### src/sv/ptrd_pkg.sv
// Package for the point-to-ray distance block: field widths, payload types and sqrt constants.
`default_nettype none
package ptrd_pkg;

  localparam int PosW   = 32;   // Q16.16 positions
  localparam int DirW   = 18;   // Q2.16 direction
  localparam int DiffW  = 33;   // origin - point, exact
  localparam int DotW   = 53;   // sum of three diff*dir products
  localparam int TW     = 37;   // t in Q21.16
  localparam int DtW    = 55;   // dir*t in Q.32
  localparam int RndW   = 39;   // dir*t rounded to Q23.16
  localparam int ProjW  = 40;   // diff - rounded product
  localparam int SqW    = 64;   // one square, Q32.32
  localparam int SumW   = 66;   // sum of three squares with carry room
  localparam int RootW  = 32;
  localparam int RemW   = 36;
  localparam int SqrtStages = 16;  // two result bits per stage
  localparam logic [31:0] PerpMax = 32'hFFFF_FFFF;

  // Payload handed to the square root pipeline.
  typedef struct packed {
    logic [PosW-1:0] along;
    logic            sat;
    logic [SqW-1:0]  sum;
  } ptrd_sq_t;

  // Finished result.
  typedef struct packed {
    logic [PosW-1:0] along;
    logic [PosW-1:0] perp;
  } ptrd_res_t;

endpackage
`default_nettype wire

### src/sv/ptrd_isqrt.sv
// Pipelined integer square root, two result bits per stage, with a stallable valid chain.
`default_nettype none
module ptrd_isqrt
  import ptrd_pkg::*;
(
  input  wire logic      clk,
  input  wire logic      rst_n,
  input  wire logic      in_valid,
  output logic           in_ready,
  input  wire ptrd_sq_t  in_data,
  output logic           out_valid,
  input  wire logic      out_ready,
  output ptrd_res_t      out_data
);

  logic [SqrtStages-1:0] vld_r;
  logic [SqrtStages-1:0] en;
  logic [RemW-1:0]  rem_r   [SqrtStages];
  logic [RootW-1:0] root_r  [SqrtStages];
  logic [SqW-1:0]   v_r     [SqrtStages];
  logic             sat_r   [SqrtStages];
  logic [PosW-1:0]  along_r [SqrtStages];

  logic [RemW-1:0]  rem_nxt  [SqrtStages];
  logic [RootW-1:0] root_nxt [SqrtStages];
  logic [SqW-1:0]   v_nxt    [SqrtStages];

  // One restoring step: bring down two radicand bits and try the next root bit.
  function automatic logic [RemW+RootW-1:0] sqrt_step(input logic [RemW-1:0] rem,
                                                     input logic [RootW-1:0] root,
                                                     input logic [1:0] bits);
    logic [RemW-1:0] r;
    logic [RemW-1:0] trial;
    logic [RootW-1:0] q;
    r     = {rem[RemW-3:0], bits};
    trial = {2'b00, root, 2'b01};
    if (r >= trial) begin
      r = r - trial;
      q = {root[RootW-2:0], 1'b1};
    end else begin
      q = {root[RootW-2:0], 1'b0};
    end
    return {r, q};
  endfunction

  always_comb begin
    en[SqrtStages-1] = !vld_r[SqrtStages-1] || out_ready;
    for (int k = SqrtStages - 2; k >= 0; k--) begin
      en[k] = !vld_r[k] || en[k+1];
    end
  end

  assign in_ready = en[0];

  always_comb begin
    logic [RemW-1:0]  src_rem;
    logic [RootW-1:0] src_root;
    logic [SqW-1:0]   src_v;
    logic [RemW+RootW-1:0] s0;
    logic [RemW+RootW-1:0] s1;
    for (int k = 0; k < SqrtStages; k++) begin
      if (k == 0) begin
        src_rem  = '0;
        src_root = '0;
        src_v    = in_data.sum;
      end else begin
        src_rem  = rem_r[k-1];
        src_root = root_r[k-1];
        src_v    = v_r[k-1];
      end
      s0 = sqrt_step(src_rem, src_root, src_v[SqW-1:SqW-2]);
      s1 = sqrt_step(s0[RemW+RootW-1:RootW], s0[RootW-1:0], src_v[SqW-3:SqW-4]);
      rem_nxt[k]  = s1[RemW+RootW-1:RootW];
      root_nxt[k] = s1[RootW-1:0];
      v_nxt[k]    = {src_v[SqW-5:0], 4'b0000};
    end
  end

  always_ff @(posedge clk) begin
    if (!rst_n) begin
      vld_r <= '0;
    end else begin
      for (int k = 0; k < SqrtStages; k++) begin
        if (en[k]) begin
          vld_r[k] <= (k == 0) ? in_valid : vld_r[k-1];
        end
      end
    end
  end

  always_ff @(posedge clk) begin
    for (int k = 0; k < SqrtStages; k++) begin
      if (k == 0) begin
        if (en[0] && in_valid) begin
          rem_r[0]   <= rem_nxt[0];
          root_r[0]  <= root_nxt[0];
          v_r[0]     <= v_nxt[0];
          sat_r[0]   <= in_data.sat;
          along_r[0] <= in_data.along;
        end
      end else begin
        if (en[k] && vld_r[k-1]) begin
          rem_r[k]   <= rem_nxt[k];
          root_r[k]  <= root_nxt[k];
          v_r[k]     <= v_nxt[k];
          sat_r[k]   <= sat_r[k-1];
          along_r[k] <= along_r[k-1];
        end
      end
    end
  end

  assign out_valid      = vld_r[SqrtStages-1];
  assign out_data.along = along_r[SqrtStages-1];
  assign out_data.perp  = sat_r[SqrtStages-1] ? PerpMax : root_r[SqrtStages-1];

endmodule
`default_nettype wire

### config.mk
export PLATFORM = sky130hd
export DESIGN_NAME = ptrd_isqrt
export DESIGN_NICKNAME = d
export VERILOG_FILES = /design/src/sv/ptrd_pkg.sv /design/src/sv/ptrd_isqrt.sv
export SDC_FILE = /design/constraint.sdc
export NUM_CORES = 2
export LEC_CHECK = 0
export ABC_AREA = 1
export BUFFER_PORTS_ARGS = -buffer_cell sky130_fd_sc_hd__buf_2
export CORE_MARGIN = 2
export CORE_UTILIZATION = 30
export DETAILED_ROUTE_END_ITERATION = 10
export SLEW_MARGIN = 40
export SYNTH_ARGS = -nofsm -noshare
export SYNTH_HDL_FRONTEND = slang
export SYNTH_SLANG_ARGS = --single-unit
### constraint.sdc
create_clock -name clk -period 9.65 [get_ports clk]
set_clock_uncertainty 0.2 [all_clocks]
set_input_delay 0.965 -clock clk [delete_from_list [all_inputs] [get_ports clk]]
set_output_delay 0.965 -clock clk [all_outputs]
set_load 0.02 [all_outputs]
==> impl_metrics.env <==
export IMPL_power_density_nw_per_um2=138
export IMPL_syn_area_per_cell_um2=8.38
export IMPL_placed_cell_area_um2=116000
export IMPL_cts_made_buffers=201
export IMPL_r2r_end="rem_r[1][108]"
export IMPL_synth_edf_count=1765
export IMPL_design_core_area_um2=363000
export IMPL_die_w_um=608
export IMPL_power_w=0.0169
export IMPL_crit_arrival_ns=7.43
export IMPL_row_count=221
export IMPL_r2r_slack_ns=2.55
export IMPL_synthCells=13037
export IMPL_overflow=0
export IMPL_yosysMostFrequentCell="nand2_1"
export IMPL_ys_flop_type="edfxtp_1"
export IMPL_grt_pass1_vias=85290
export IMPL_synth_seq_area_share_pct=48.8
export IMPL_route_vias_total=88974
export IMPL_wl_per_cell_um=19.2
export IMPL_drc_errors=0
export IMPL_die_area_um2=369000
export IMPL_htreeDepth=4
export IMPL_p_leak_nw=50.2
export IMPL_hp_class="in2reg"
export IMPL_nets=13985
export IMPL_place_gp_congestion=0.985
export IMPL_clock_path_buffers=4
export IMPL_layout_min_cycle_time_ns=7.10
export IMPL_worst_pin_slew_ns=0.847
export IMPL_critPathMaxStageDelay_ns=0.61
export IMPL_yosys_area_top_type="edfxtp_1"
export IMPL_rsz0062_at_grt="false"
export IMPL_hold_viol_final=0
export IMPL_synth_commonest_cells="3493 x nand2_1, 1765 x edfxtp_1, 1749 x inv_1, 1412 x nor2_1, 828 x nand3_1"
export IMPL_path_max_fanout=35
export IMPL_cts_sinks=1781
export IMPL_clkTransAtPathRegs_ns=0.06
export IMPL_timing_final_crit_share_pct=73.5
export IMPL_cpMostUsedCell="nand2_1"
export IMPL_drive_gt1_share_pct=5.78
export IMPL_die_h_um=608
export IMPL_maxSlewHeadroom_pct=43.0
export IMPL_yosysTopAreaCellShare_pct=48.5
export IMPL_yosys_cell_types_count=71
export IMPL_endpoint_kind="flop"
export IMPL_hold_worst_slack_ns=0.0755
export IMPL_endpoint="rem_r[1][108]"
export IMPL_io_pins=167
export IMPL_cp_slowest_cell="nor4_1"
export IMPL_dr_pass1_iters=7
export IMPL_ir_worst_vdd_mv=0.135
export IMPL_ys_async_sr_fraction_pct=0
export IMPL_critPathKind="reg2reg"
export IMPL_grt_pass1_wl_um=524000
export IMPL_fillers=37865
export IMPL_slew_viol_final=0
export IMPL_floorplan_initialDensity_pct=30.2
export IMPL_setup_tns_ns=0
export IMPL_io_buffer_count=166
export IMPL_cts_tree="yes"
export IMPL_r2r_cells=28
export IMPL_grt_max_degree=75
export IMPL_synth_area_leaders="edfxtp_1 48%, nand2_1 12%, ha_1 6.4%"
export IMPL_startpoint="root_r[1][65]"
export IMPL_path_buf_inv=5
export IMPL_antenna_left=0
export IMPL_grt_usage_pct=18.4
export IMPL_drt_initial_drc_count=7070
export IMPL_status="complete, no violations"
export IMPL_post_cts_buffers=0
export IMPL_antenna_found_initial=13
export IMPL_timing_rr_start="root_r[1][65]"
export IMPL_worst_path_stages=28
export IMPL_syn_cell_area_um2=109000
export IMPL_final_area_um2=123000
export IMPL_area_delta_synth_final_pct=12.4
export IMPL_cp_start_kind="flop"
export IMPL_cp_data_required_time_ns=9.99
export IMPL_dp_hpwl_um=282000
export IMPL_maxCapViolCount=0
export IMPL_cts_root_buf="clkbuf_16"
export IMPL_ys_warn_count=0
export IMPL_max_freq_mhz=141
export IMPL_wl_um=352000
export IMPL_via_per_inst=4.87
export IMPL_clock_latency_ns=0.91
export IMPL_ys_ff_latch=1781
export IMPL_setup_viol=0
export IMPL_cp_top_family="simple AND/OR/NAND/NOR gates"
[sequential cells by signal (all words and copies together), names as in the netlist]
register / count
root_r: 272
rem_r: 485
along_r: 512
sat_r: 16
v_r: 480
vld_r: 16
[report_power, final]
part | leakage, nW | switching (W) | internal [W]
Clock | 3.27 | 0.00331 | 0.00454
Sequential | 16.2 | 0.0000454 | 0.00851
Combinational | 30.8 | 0.000347 | 0.000171
[cells by family after synthesis]
kind of cell             Yosys count  synth area share (%)
adder cells (fa/ha/maj)          557                  6.38
AO/OA/AOI/OAI                   1795                  8.93
XOR/XNOR                         503                  4.04
AND/OR/NAND/NOR                 6432                  24.7
buffers and inverters           1968                  7.19
other                              1               0.00343
flip-flops                      1781                  48.8
[worst min path at each step]
stage,slack (ns),depth (start not counted),startpoint,end
after floorplan,0.20,0,along_r[0][68],along_r[0][100]
after global placement,0.20,0,v_r[0][138],v_r[0][202]
after detailed placement,0.20,0,along_r[0][73],along_r[0][105]
after CTS,0.0006,1,in_data[65],along_r[0][0]
after global routing,0.03,1,in_data[6],v_r[0][6]
final,0.08,1,in_data[80],along_r[0][15]
[per-layer routing]
layer | track usage [%] | wire [um] | up-vias
li1 | - | - | 44191
met4 | 6.27 | 13000 | 2
met5 | 0 | 12 | -
met2 | 31.9 | 169000 | 2472
met1 | 23.8 | 153000 | 41783
met3 | 1.72 | 16600 | 526
[cell usage in the layout (no fill, tap or decap), types with 14 or more instances in the layout]
cell           synthesis  routed
inv_2                 36      38
nor4_1                34      34
o21a_1                38      38
clkinv_2               0      39
a31oi_1               62      62
dlygate4sd3_1          0      48
nand4_1              235     235
nor3_1               167     167
xnor2_1              224     224
nand3_1              828     828
buf_4                 56      29
or2_2                 69      69
clkbuf_16              0     202
ha_1                 557     557
o21bai_1              51      51
bufinv_16              0      25
nor2_2                32      32
o211ai_1              15      15
dfxtp_1               16      16
buf_2                 40     166
o21ai_0              666     663
clkinv_4               0      14
a21o_1                55      55
inv_1               1749    1738
and2_1                18      18
nand2_1             3493    3492
nor2_1              1412    1408
o21ai_1               57      60
nor2_4                10      14
xor2_1               278     278
clkinv_1               4      36
edfxtp_1            1765    1765
nand3b_1              49      49
nand2_2               30      31
clkbuf_1              50      23
a21oi_1              761     756
a211oi_1              15      15
[through the flow]
stage	utilization, %	setup WS (ns)	cells
2_1_floorplan	-	1.23	13038
3_3_place_gp	31.8	2.21	17862
3_5_place_dp	31.9	2.53	17866
4_1_cts	33.9	2.47	18275
5_1_grt	33.9	2.28	18281
6_report	33.9	2.55	18288
[worst register-to-register path: cells and delay by family (launching register included)]
kind | cells | cell delay [ns]
AO/OA/AOI/OAI | 6 | 1.25
adder cells (fa/ha/maj) | 2 | 0.79
buffers and inverters | 5 | 0.87
flip-flops | 1 | 0.55
AND/OR/NAND/NOR | 15 | 3.10
[cell type report]
type	instances	area, um2	share of cell area [%]
Sequential cell	1781	53300	43.4
Inverter	1792	6770	5.51
Tap cell	4794	6000	4.88
Antenna cell	9	22.5	0.0183
Clock inverter	136	1560	1.27
Multi-Input combinational cell	9289	48200	39.3
Clock buffer	225	5140	4.18
Timing Repair Buffer	262	1830	1.49
[timing repair]
action                                 in CTS  in global routing
endpoints found under the hold margin      48                  0
gates resized for setup                     0                  0
hold buffers                               48                  0
(Power assumes the default switching activity.)
